### src/design/dma_tx_ring_buffer_core_macros.svh
// ----------------------------------------------------------------------------
// DMA transmit ring buffer assertion macros
// Concurrent assertion wrappers used by the ring buffer back end; they
// vanish when the design is read for synthesis.
// ----------------------------------------------------------------------------
`ifndef DMA_TX_RING_BUFFER_CORE_MACROS_SVH
`define DMA_TX_RING_BUFFER_CORE_MACROS_SVH
`ifndef SYNTHESIS
// Holds at every clock edge outside reset.
`define DTRB_ASSERT_ALWAYS(lbl, clk, rst_n, expr, msg) \
	lbl: assert property (@(posedge clk) disable iff (!rst_n) (expr)) else $error(msg);
// Consequent holds in the same cycle as the antecedent.
`define DTRB_ASSERT_IMPL(lbl, clk, rst_n, ante, cons, msg) \
	lbl: assert property (@(posedge clk) disable iff (!rst_n) (ante) |-> (cons)) else $error(msg);
// Consequent holds in the cycle after the antecedent.
`define DTRB_ASSERT_NEXT(lbl, clk, rst_n, ante, cons, msg) \
	lbl: assert property (@(posedge clk) disable iff (!rst_n) (ante) |=> (cons)) else $error(msg);
`else
`define DTRB_ASSERT_ALWAYS(lbl, clk, rst_n, expr, msg)
`define DTRB_ASSERT_IMPL(lbl, clk, rst_n, ante, cons, msg)
`define DTRB_ASSERT_NEXT(lbl, clk, rst_n, ante, cons, msg)
`endif
`endif

### src/design/dtrb_pkg.sv
`timescale 1ns / 1ps
// ----------------------------------------------------------------------------
// DMA transmit ring buffer package
// Item, result and command types and fixed constants of the ring buffer.
// ----------------------------------------------------------------------------
package dtrb_pkg;

	localparam int unsigned FIELD_W = 10;
	localparam int unsigned CFG_W   = 4;

	localparam logic [CFG_W-1:0]   RING_LOG2_RESET = 4'd10;
	localparam logic [FIELD_W-1:0] COUNT_MAX       = 10'd1023;

	typedef enum logic {
		MODE_DATA     = 1'b0,
		MODE_COMPLETE = 1'b1
	} mode_t;

	typedef enum logic [1:0] {
		CMD_BYTE     = 2'd0,
		CMD_LAST     = 2'd1,
		CMD_COMPLETE = 2'd2
	} cmd_kind_t;

	typedef struct packed {
		logic       mode;
		logic [7:0] data_byte;
		logic       last_byte;
		logic       dma_counter_zero;
	} in_item_t;

	typedef struct packed {
		logic               write_done;
		logic [FIELD_W-1:0] accepted_count;
		logic               dma_start;
		logic [FIELD_W-1:0] start_offset;
		logic [FIELD_W-1:0] start_length;
	} result_t;

	typedef struct packed {
		cmd_kind_t  kind;
		logic [7:0] data;
		logic       dzero;
	} cmd_t;

endpackage

### src/design/dtrb_queue.sv
`timescale 1ns / 1ps
// ----------------------------------------------------------------------------
// Two-entry queue
// Small first-in first-out buffer that decouples two pipeline sections.
// ----------------------------------------------------------------------------
module dtrb_queue #(
	parameter type item_t = logic
) (
	input  logic  clk,
	input  logic  arst_n,
	input  logic  push,
	output logic  full,
	input  item_t din,
	input  logic  pop,
	output logic  empty,
	output item_t dout
);

	item_t       entries_q [2];
	logic        wr_ptr_q;
	logic        rd_ptr_q;
	logic [1:0]  count_q;
	logic        do_push;
	logic        do_pop;

	assign full    = (count_q == 2'd2);
	assign empty   = (count_q == 2'd0);
	assign do_push = push && !full;
	assign do_pop  = pop && !empty;
	assign dout    = entries_q[rd_ptr_q];

	always_ff @(posedge clk or negedge arst_n) begin
		if (!arst_n) begin
			wr_ptr_q <= 1'b0;
			rd_ptr_q <= 1'b0;
			count_q  <= 2'd0;
		end else begin
			if (do_push) begin
				wr_ptr_q <= !wr_ptr_q;
			end
			if (do_pop) begin
				rd_ptr_q <= !rd_ptr_q;
			end
			if (do_push && !do_pop) begin
				count_q <= count_q + 2'd1;
			end else if (do_pop && !do_push) begin
				count_q <= count_q - 2'd1;
			end
		end
	end

	always_ff @(posedge clk) begin
		if (do_push) begin
			entries_q[wr_ptr_q] <= din;
		end
	end

endmodule

### src/design/dtrb_front.sv
`timescale 1ns / 1ps
// ----------------------------------------------------------------------------
// Ring buffer front end
// Accepts input items, sorts them into commands and queues them for the
// back end.
// ----------------------------------------------------------------------------
module dtrb_front (
	input  logic              clk,
	input  logic              arst_n,
	input  logic              push,
	output logic              full,
	input  dtrb_pkg::in_item_t item,
	input  logic              cmd_pop,
	output logic              cmd_empty,
	output dtrb_pkg::cmd_t    cmd
);

	dtrb_pkg::cmd_t cmd_in;

	// A completion event ignores the byte fields; a data byte is either
	// an ordinary byte or the one that closes its request.
	always_comb begin
		cmd_in.data  = item.data_byte;
		cmd_in.dzero = item.dma_counter_zero;
		priority if (item.mode == dtrb_pkg::MODE_COMPLETE) begin
			cmd_in.kind = dtrb_pkg::CMD_COMPLETE;
		end else if (item.last_byte) begin
			cmd_in.kind = dtrb_pkg::CMD_LAST;
		end else begin
			cmd_in.kind = dtrb_pkg::CMD_BYTE;
		end
	end

	dtrb_queue #(
		.item_t(dtrb_pkg::cmd_t)
	) u_cmd_queue (
		.clk   (clk),
		.arst_n(arst_n),
		.push  (push),
		.full  (full),
		.din   (cmd_in),
		.pop   (cmd_pop),
		.empty (cmd_empty),
		.dout  (cmd)
	);

endmodule

### src/design/dtrb_back.sv
`timescale 1ns / 1ps
`include "dma_tx_ring_buffer_core_macros.svh"
// ----------------------------------------------------------------------------
// Ring buffer back end
// Holds the ring state and byte store, executes one command per cycle while the
// result queue has room and produces write-done and DMA start results.
// ----------------------------------------------------------------------------
module dtrb_back #(
	parameter int unsigned MAX_SIZE_LOG2 = 10
) (
	input  logic                         clk,
	input  logic                         arst_n,
	input  logic                         cfg_we,
	input  logic [dtrb_pkg::CFG_W-1:0]   cfg_wdata,
	input  logic                         cmd_empty,
	input  dtrb_pkg::cmd_t               cmd,
	output logic                         cmd_pop,
	input  logic                         res_full,
	output logic                         res_push,
	output dtrb_pkg::result_t            res
);

	localparam int unsigned PW    = MAX_SIZE_LOG2;
	localparam int unsigned LW    = PW + 1;
	localparam int unsigned DEPTH = 1 << PW;

	logic [dtrb_pkg::CFG_W-1:0]   cfg_q;
	logic [PW-1:0]                wp_q;
	logic [PW-1:0]                rp_q;
	logic [LW-1:0]                inflight_q;
	logic [dtrb_pkg::FIELD_W-1:0] cnt_q;
	logic [7:0]                   store_q [DEPTH];

	logic [dtrb_pkg::CFG_W-1:0]   k_eff;
	logic [LW-1:0]                size;
	logic [PW-1:0]                mask;
	logic                         proc;
	logic                         is_complete;
	logic [PW-1:0]                wp_inc;
	logic                         has_room;
	logic [PW-1:0]                wp_after;
	logic [dtrb_pkg::FIELD_W-1:0] cnt_sat;
	logic [PW-1:0]                rp_adv;
	logic [PW-1:0]                chunk_head;
	logic [PW-1:0]                chunk_tail;
	logic [LW-1:0]                chunk_len;
	logic                         do_store;
	logic [PW-1:0]                wp_d;
	logic [PW-1:0]                rp_d;
	logic [LW-1:0]                inflight_d;
	logic [dtrb_pkg::FIELD_W-1:0] cnt_d;

	// Out-of-range ring sizes are clamped to the supported range.
	always_comb begin
		priority if (cfg_q == '0) begin
			k_eff = dtrb_pkg::CFG_W'(1);
		end else if (32'(cfg_q) > PW) begin
			k_eff = dtrb_pkg::CFG_W'(PW);
		end else begin
			k_eff = cfg_q;
		end
	end

	assign size = LW'(1) << k_eff;
	assign mask = PW'(size - LW'(1));

	assign proc        = !cmd_empty && !res_full;
	assign cmd_pop     = proc;
	assign is_complete = (cmd.kind == dtrb_pkg::CMD_COMPLETE);

	// Write side: one slot always stays empty.
	assign wp_inc   = (wp_q + PW'(1)) & mask;
	assign has_room = (wp_inc != rp_q);
	assign wp_after = has_room ? wp_inc : wp_q;
	assign cnt_sat  = (has_room && (cnt_q != dtrb_pkg::COUNT_MAX)) ?
		cnt_q + dtrb_pkg::FIELD_W'(1) : cnt_q;

	// Read side: a completion retires the in-flight chunk.
	assign rp_adv = (rp_q + PW'(inflight_q)) & mask;

	// Chunk runs to the head, or to the ring end when wrapped or empty.
	assign chunk_head = is_complete ? wp_q : wp_after;
	assign chunk_tail = is_complete ? rp_adv : rp_q;
	assign chunk_len  = (chunk_head > chunk_tail) ? LW'(chunk_head - chunk_tail) :
		size - LW'(chunk_tail);

	always_comb begin
		wp_d       = wp_q;
		rp_d       = rp_q;
		inflight_d = inflight_q;
		cnt_d      = cnt_q;
		do_store   = 1'b0;
		res_push   = 1'b0;
		res        = '0;
		if (proc) begin
			unique case (cmd.kind)
				dtrb_pkg::CMD_BYTE: begin
					do_store = has_room;
					wp_d     = wp_after;
					cnt_d    = cnt_sat;
				end
				dtrb_pkg::CMD_LAST: begin
					do_store           = has_room;
					wp_d               = wp_after;
					cnt_d              = '0;
					res_push           = 1'b1;
					res.write_done     = 1'b1;
					res.accepted_count = cnt_sat;
					if ((cnt_sat != '0) && cmd.dzero) begin
						res.dma_start    = 1'b1;
						res.start_offset = dtrb_pkg::FIELD_W'(chunk_tail);
						res.start_length = dtrb_pkg::FIELD_W'(chunk_len);
						inflight_d       = chunk_len;
					end
				end
				dtrb_pkg::CMD_COMPLETE: begin
					rp_d = rp_adv;
					if (rp_adv != wp_q) begin
						res_push         = 1'b1;
						res.dma_start    = 1'b1;
						res.start_offset = dtrb_pkg::FIELD_W'(chunk_tail);
						res.start_length = dtrb_pkg::FIELD_W'(chunk_len);
						inflight_d       = chunk_len;
					end else begin
						inflight_d = '0;
					end
				end
				default: begin
				end
			endcase
		end
	end

	// A register write re-initialises the ring.
	always_ff @(posedge clk or negedge arst_n) begin
		if (!arst_n) begin
			cfg_q      <= dtrb_pkg::RING_LOG2_RESET;
			wp_q       <= '0;
			rp_q       <= '0;
			inflight_q <= '0;
			cnt_q      <= '0;
		end else if (cfg_we) begin
			cfg_q      <= cfg_wdata;
			wp_q       <= '0;
			rp_q       <= '0;
			inflight_q <= '0;
			cnt_q      <= '0;
		end else begin
			wp_q       <= wp_d;
			rp_q       <= rp_d;
			inflight_q <= inflight_d;
			cnt_q      <= cnt_d;
		end
	end

	always_ff @(posedge clk) begin
		if (do_store) begin
			store_q[wp_q] <= cmd.data;
		end
	end

	`DTRB_ASSERT_ALWAYS(a_ptr_in_ring, clk, arst_n, ((wp_q & ~mask) == '0) && ((rp_q & ~mask) == '0), "ring pointer outside ring")
	`DTRB_ASSERT_ALWAYS(a_inflight_bound, clk, arst_n, inflight_q <= size, "in-flight length exceeds ring size")
	`DTRB_ASSERT_IMPL(a_no_push_full, clk, arst_n, res_push, !res_full, "result pushed into full queue")
	`DTRB_ASSERT_NEXT(a_idle_clears, clk, arst_n, proc && is_complete && !res_push && !cfg_we, inflight_q == '0, "empty ring kept in-flight length")
	`DTRB_ASSERT_NEXT(a_close_clears, clk, arst_n, proc && (cmd.kind == dtrb_pkg::CMD_LAST) && !cfg_we, cnt_q == '0, "closed request kept its count")

endmodule

### src/design/dma_tx_ring_buffer_core.sv
`timescale 1ns / 1ps
// ----------------------------------------------------------------------------
// DMA transmit ring buffer core
// Byte ring that buffers transmit data and issues DMA chunk start commands.
// ----------------------------------------------------------------------------
// The core takes one item per clock cycle while the command queue is not full
// and delivers at most one result per item, so with pop held high it sustains
// a throughput of one item per cycle; the ring update in the back end sets
// that figure. An item is registered into the command queue, then passes
// through the back end and is registered into the result queue before it
// becomes a result. Each item is either a data byte of a write request or a DMA
// transfer-complete event. Data bytes are stored at the write pointer while
// the ring has room, with one slot always kept empty, and are silently dropped
// once it is full. The byte that closes a request produces a result carrying
// the number of bytes stored for that request (saturating at 1023); if any
// were stored and the DMA counter read zero, the result also carries a start
// command whose offset is the read pointer and whose length runs to the write
// pointer, or to the end of the ring when the data wraps. A transfer-complete
// event retires the in-flight chunk and, when more data is waiting, produces a
// start command for the next chunk; with an empty ring it produces no result.
// The ring size register may only be written while the core is idle, and a
// write also resets the pointers and counts. There is no clearing pass after
// reset: the byte store is never read back by the core, only written.
// ----------------------------------------------------------------------------
module dma_tx_ring_buffer_core #(
	parameter int unsigned MAX_SIZE_LOG2 = 10
) (
	input  logic                       clk,
	input  logic                       arst_n,
	// Input items
	input  logic                       push,
	output logic                       full,
	input  dtrb_pkg::in_item_t         item,
	// Results
	output logic                       empty,
	input  logic                       pop,
	output dtrb_pkg::result_t          result,
	// Ring size register
	input  logic                       cfg_we,
	input  logic [dtrb_pkg::CFG_W-1:0] cfg_wdata
);

	logic              cmd_empty;
	logic              cmd_pop;
	dtrb_pkg::cmd_t    cmd;
	logic              res_full;
	logic              res_push;
	dtrb_pkg::result_t res;

	// Front end: classifies each item and queues it as a command, so that the
	// input side keeps moving while the back end waits on the result queue.
	dtrb_front u_front (
		.clk      (clk),
		.arst_n   (arst_n),
		.push     (push),
		.full     (full),
		.item     (item),
		.cmd_pop  (cmd_pop),
		.cmd_empty(cmd_empty),
		.cmd      (cmd)
	);

	// Back end: owns the pointers, the request count and the byte store, and
	// retires one command per cycle whenever the result queue has room.
	dtrb_back #(
		.MAX_SIZE_LOG2(MAX_SIZE_LOG2)
	) u_back (
		.clk      (clk),
		.arst_n   (arst_n),
		.cfg_we   (cfg_we),
		.cfg_wdata(cfg_wdata),
		.cmd_empty(cmd_empty),
		.cmd      (cmd),
		.cmd_pop  (cmd_pop),
		.res_full (res_full),
		.res_push (res_push),
		.res      (res)
	);

	// Result queue: registered output that lets a finished result wait for pop
	// while new items keep flowing in.
	dtrb_queue #(
		.item_t(dtrb_pkg::result_t)
	) u_res_queue (
		.clk   (clk),
		.arst_n(arst_n),
		.push  (res_push),
		.full  (res_full),
		.din   (res),
		.pop   (pop),
		.empty (empty),
		.dout  (result)
	);

endmodule
### config.mk
export PLATFORM = sky130hd
export DESIGN_NAME = dma_tx_ring_buffer_core
export DESIGN_NICKNAME = d
export VERILOG_FILES = /design/src/design/dtrb_pkg.sv /design/src/design/dtrb_queue.sv /design/src/design/dtrb_front.sv /design/src/design/dtrb_back.sv /design/src/design/dma_tx_ring_buffer_core.sv
export VERILOG_INCLUDE_DIRS = /design/src /design/src/design
export SDC_FILE = /design/constraint.sdc
export NUM_CORES = 1
export LEC_CHECK = 0
export ABC_AREA = 1
export BUFFER_PORTS_ARGS = -buffer_cell sky130_fd_sc_hd__buf_2
export CORE_MARGIN = 2
export CORE_UTILIZATION = 35
export CTS_CLUSTER_SIZE = 40
export DETAILED_ROUTE_END_ITERATION = 16
export GPL_ROUTABILITY_DRIVEN = 0
export GPL_TIMING_DRIVEN = 0
export PLACE_DENSITY_LB_ADDON = 0.3
export SYNTH_ARGS = -nofsm -noshare
export SYNTH_HDL_FRONTEND = slang
export SYNTH_HIERARCHICAL = 1
export SYNTH_SLANG_ARGS = --single-unit
### constraint.sdc
create_clock -name clk -period 6.3 [get_ports clk]
set_input_delay 1.575 -clock clk [delete_from_list [all_inputs] [get_ports clk]]
set_output_delay 1.575 -clock clk [all_outputs]
set_load 0.03 [all_outputs]
==> metrics list <==
* Area of the core: 21760 µm²
- Final instance area: 9007 µm²
- Worst hold path class: reg2reg
- TritonCTS created 17 clock buffers.
- Total Wirelength: 20470 µm
* Crit Path Class: reg2reg
* Maximum clock frequency: 172.0 MHz
* Initial core utilization: 0.3556
* Die boundary width: 152.7 µm
- Setup skew after layout: 0.01025 ns
- Clock Pin Slew Worst Setup and Hold Paths: 0.06 ns
- Ratio of final minimum period to clock period: 0.9229
- Synthesis produced 976 cells.
- The run finished with clean final reports.
* Via Count: 6684
* Final period demand of the worst path: 5.814 ns
* Arrival time of data at the critical path endpoint: 6.12 ns
- Counting the fill cells in the layout gives 2202.
- The wire-length estimate of the detail-placed layout is 15480 µm.
- The count of nets left with antenna violations once routing finished came out at 0.
- Setup repair after global routing left no endpoint under its margin.
- The max-slew violation total from the final report came to 0.
* Average wire per standard cell: 15.32 µm
* Clock tree from TritonCTS: done
- Layout Area Growth over Synthesis: 16.41%
- Number of top-level pins: 54
- Number of remaining DRC errors: 0
* Avg Synthesized Cell Area: 7.928 µm²
- Crit end category: flop
* Critical path's slowest cell: ha_1
- Sum of negative setup slack: 0 ns
- For this run, the total global-route usage over all layers was measured as 0.1775.
- By instance count, the cell type seen most on the critical path is nand2_1.
* Antenna violations before repair: 0
- # hold bufs at CTS: 0
* Max-capacitance violation count: 0
- Summed over all layers, the global routing overflow is 0.
- The number of global-route vias before repair is 6227.
- Largest net degree at the start of global routing: 53
- The root buffer cell chosen for the clock tree is clkbuf_16.
- Launching element type of the critical path: flop
* Source-to-sink clock delay at the later pin of the worst-skew pair: 0.42 ns
- First-pass GRT wire length: 32680 µm
- Final net count: 1102
- Maximum fanout along the worst path: 10
- Fraction of layout instances using a drive strength above 1: 0.1392
* H-tree levels: 4
* Die area: 23310 µm²
* Delay of the slowest cell on the worst path: 0.43 ns
- Data required time at the worst endpoint: 6.60 ns
* Synthesized area: 7737 µm²
- Buffers from clock root to sink, at most: 2
- Synth Warn #: 6
* Number of clock sinks: 122
- Port-buffer cells: 45
- The detailed router finished its first iteration with 584 violations.
* Placement-stage cell area: 8344 µm²
- For the pin with the worst max-slew slack, the measured transition is 1.163 ns.
- Number of setup violations in the final report: 0
* Standard-cell row count: 54
- Die Y-Extent: 152.7 µm
- Headroom to the max-slew limit: 0.2163
* Avg Vias per Cell: 5.003
- Antenna Cells: 0
- The final number of hold-violating endpoints came to 0.
* Router iterations before antenna repair: 5
[final timing paths]
kind,slack (ns),from,end,cells past startpoint
worst max register to register,0.49,u_back/cfg_q[2],u_back/inflight_q[5],30
min in group asynchronous,1.23,arst_n,u_front/u_cmd_queue/wr_ptr_q,1
worst min register to register,0.48,u_res_queue/wr_ptr_q,u_res_queue/wr_ptr_q,2
max in group asynchronous,4.57,arst_n,u_back/inflight_q[1],1
worst min-delay path,0.48,u_res_queue/wr_ptr_q,u_res_queue/wr_ptr_q,2
worst max-delay path,0.49,u_back/cfg_q[2],u_back/inflight_q[5],30
[area by class of cell]
type | instances | area [µm²] | area share
Multi-Input combinational cell | 720 | 3787 | 0.4205
Sequential cell | 122 | 3406 | 0.3781
Clock buffer | 19 | 442.9 | 0.04917
Inverter | 106 | 402.9 | 0.04473
Tap cell | 280 | 350.3 | 0.03889
Timing Repair Buffer | 47 | 267.8 | 0.02973
Clock inverter | 13 | 190.2 | 0.02111
Buffer | 29 | 160.2 | 0.01778
[timing repair]
item / in CTS / in global routing
gates resized for setup: 0 / 5
setup endpoints to repair: 0 / 16
buffers inserted: 0 / 0
[layout by cell type, fill, tap and decap left out, types with 3 or more instances in the layout]
master / instances
clkinv_1: 5
nand3_1: 61
clkbuf_1: 12
a31oi_1: 5
xnor2_1: 8
edfxtp_1: 70
dfrtp_1: 50
buf_2: 53
a21oi_1: 35
or2_2: 6
clkbuf_16: 17
mux2_2: 3
nor3_1: 7
xor2_1: 27
fa_1: 3
nor2_2: 16
inv_6: 3
o22ai_1: 26
clkinv_4: 5
bufinv_16: 4
inv_1: 93
nand3_2: 3
inv_2: 8
buf_4: 4
nand2_2: 8
nand2_1: 314
nor2_1: 70
ha_1: 36
nand3b_1: 3
o21ai_0: 49
nand4_1: 18
[sequential cells by signal, indices dropped and copies added, names as in the netlist, 2 cells and up]
register and flops:
u_res_queue/entries_q 64, u_res_queue/count_q 2, u_back/cfg_q 4, u_front/u_cmd_queue/entries_q 6
u_back/inflight_q 10, u_back/wp_q 10, u_front/u_cmd_queue/count_q 2, u_back/cnt_q 10
u_back/rp_q 10
[critical path, delay by kind of cell (launching register included)]
kind / cells / cell delay [ns]
AO/OA/AOI/OAI: 7 / 1.44
flip-flops: 1 / 0.39
buffers and inverters: 5 / 1.11
adder cells (fa/ha/maj): 2 / 0.74
AND/OR/NAND/NOR: 16 / 2.01
[metal layers]
| layer | wire (µm) | global-route usage | up-vias |
|---|---|---|---|
| met5 | 0 | 0 | - |
| met3 | 1204 | 0.03328 | 28 |
| li1 | - | - | 3374 |
| met1 | 9434 | 0.2476 | 3090 |
| met2 | 9380 | 0.2742 | 192 |
| met4 | 450 | 0.06790 | 0 |
[through the flow]
stage / hold WS (ns) / worst slack (ns) / cells / utilization
global placement: 0.4612 / 0.3806 / 1302 / 0.3823
global route: 0.4998 / 0.02274 / 1336 / 0.4140
floorplan: 0.4459 / 1.901 / 977 / -
CTS: 0.4821 / 0.3589 / 1335 / 0.4126
finish: 0.4776 / 0.4859 / 1336 / 0.4140
detailed placement: 0.4659 / 0.3764 / 1303 / 0.3835
Power is not shown: default switching activity piles up to over one toggle a cycle in this logic, so the estimate is an artifact.
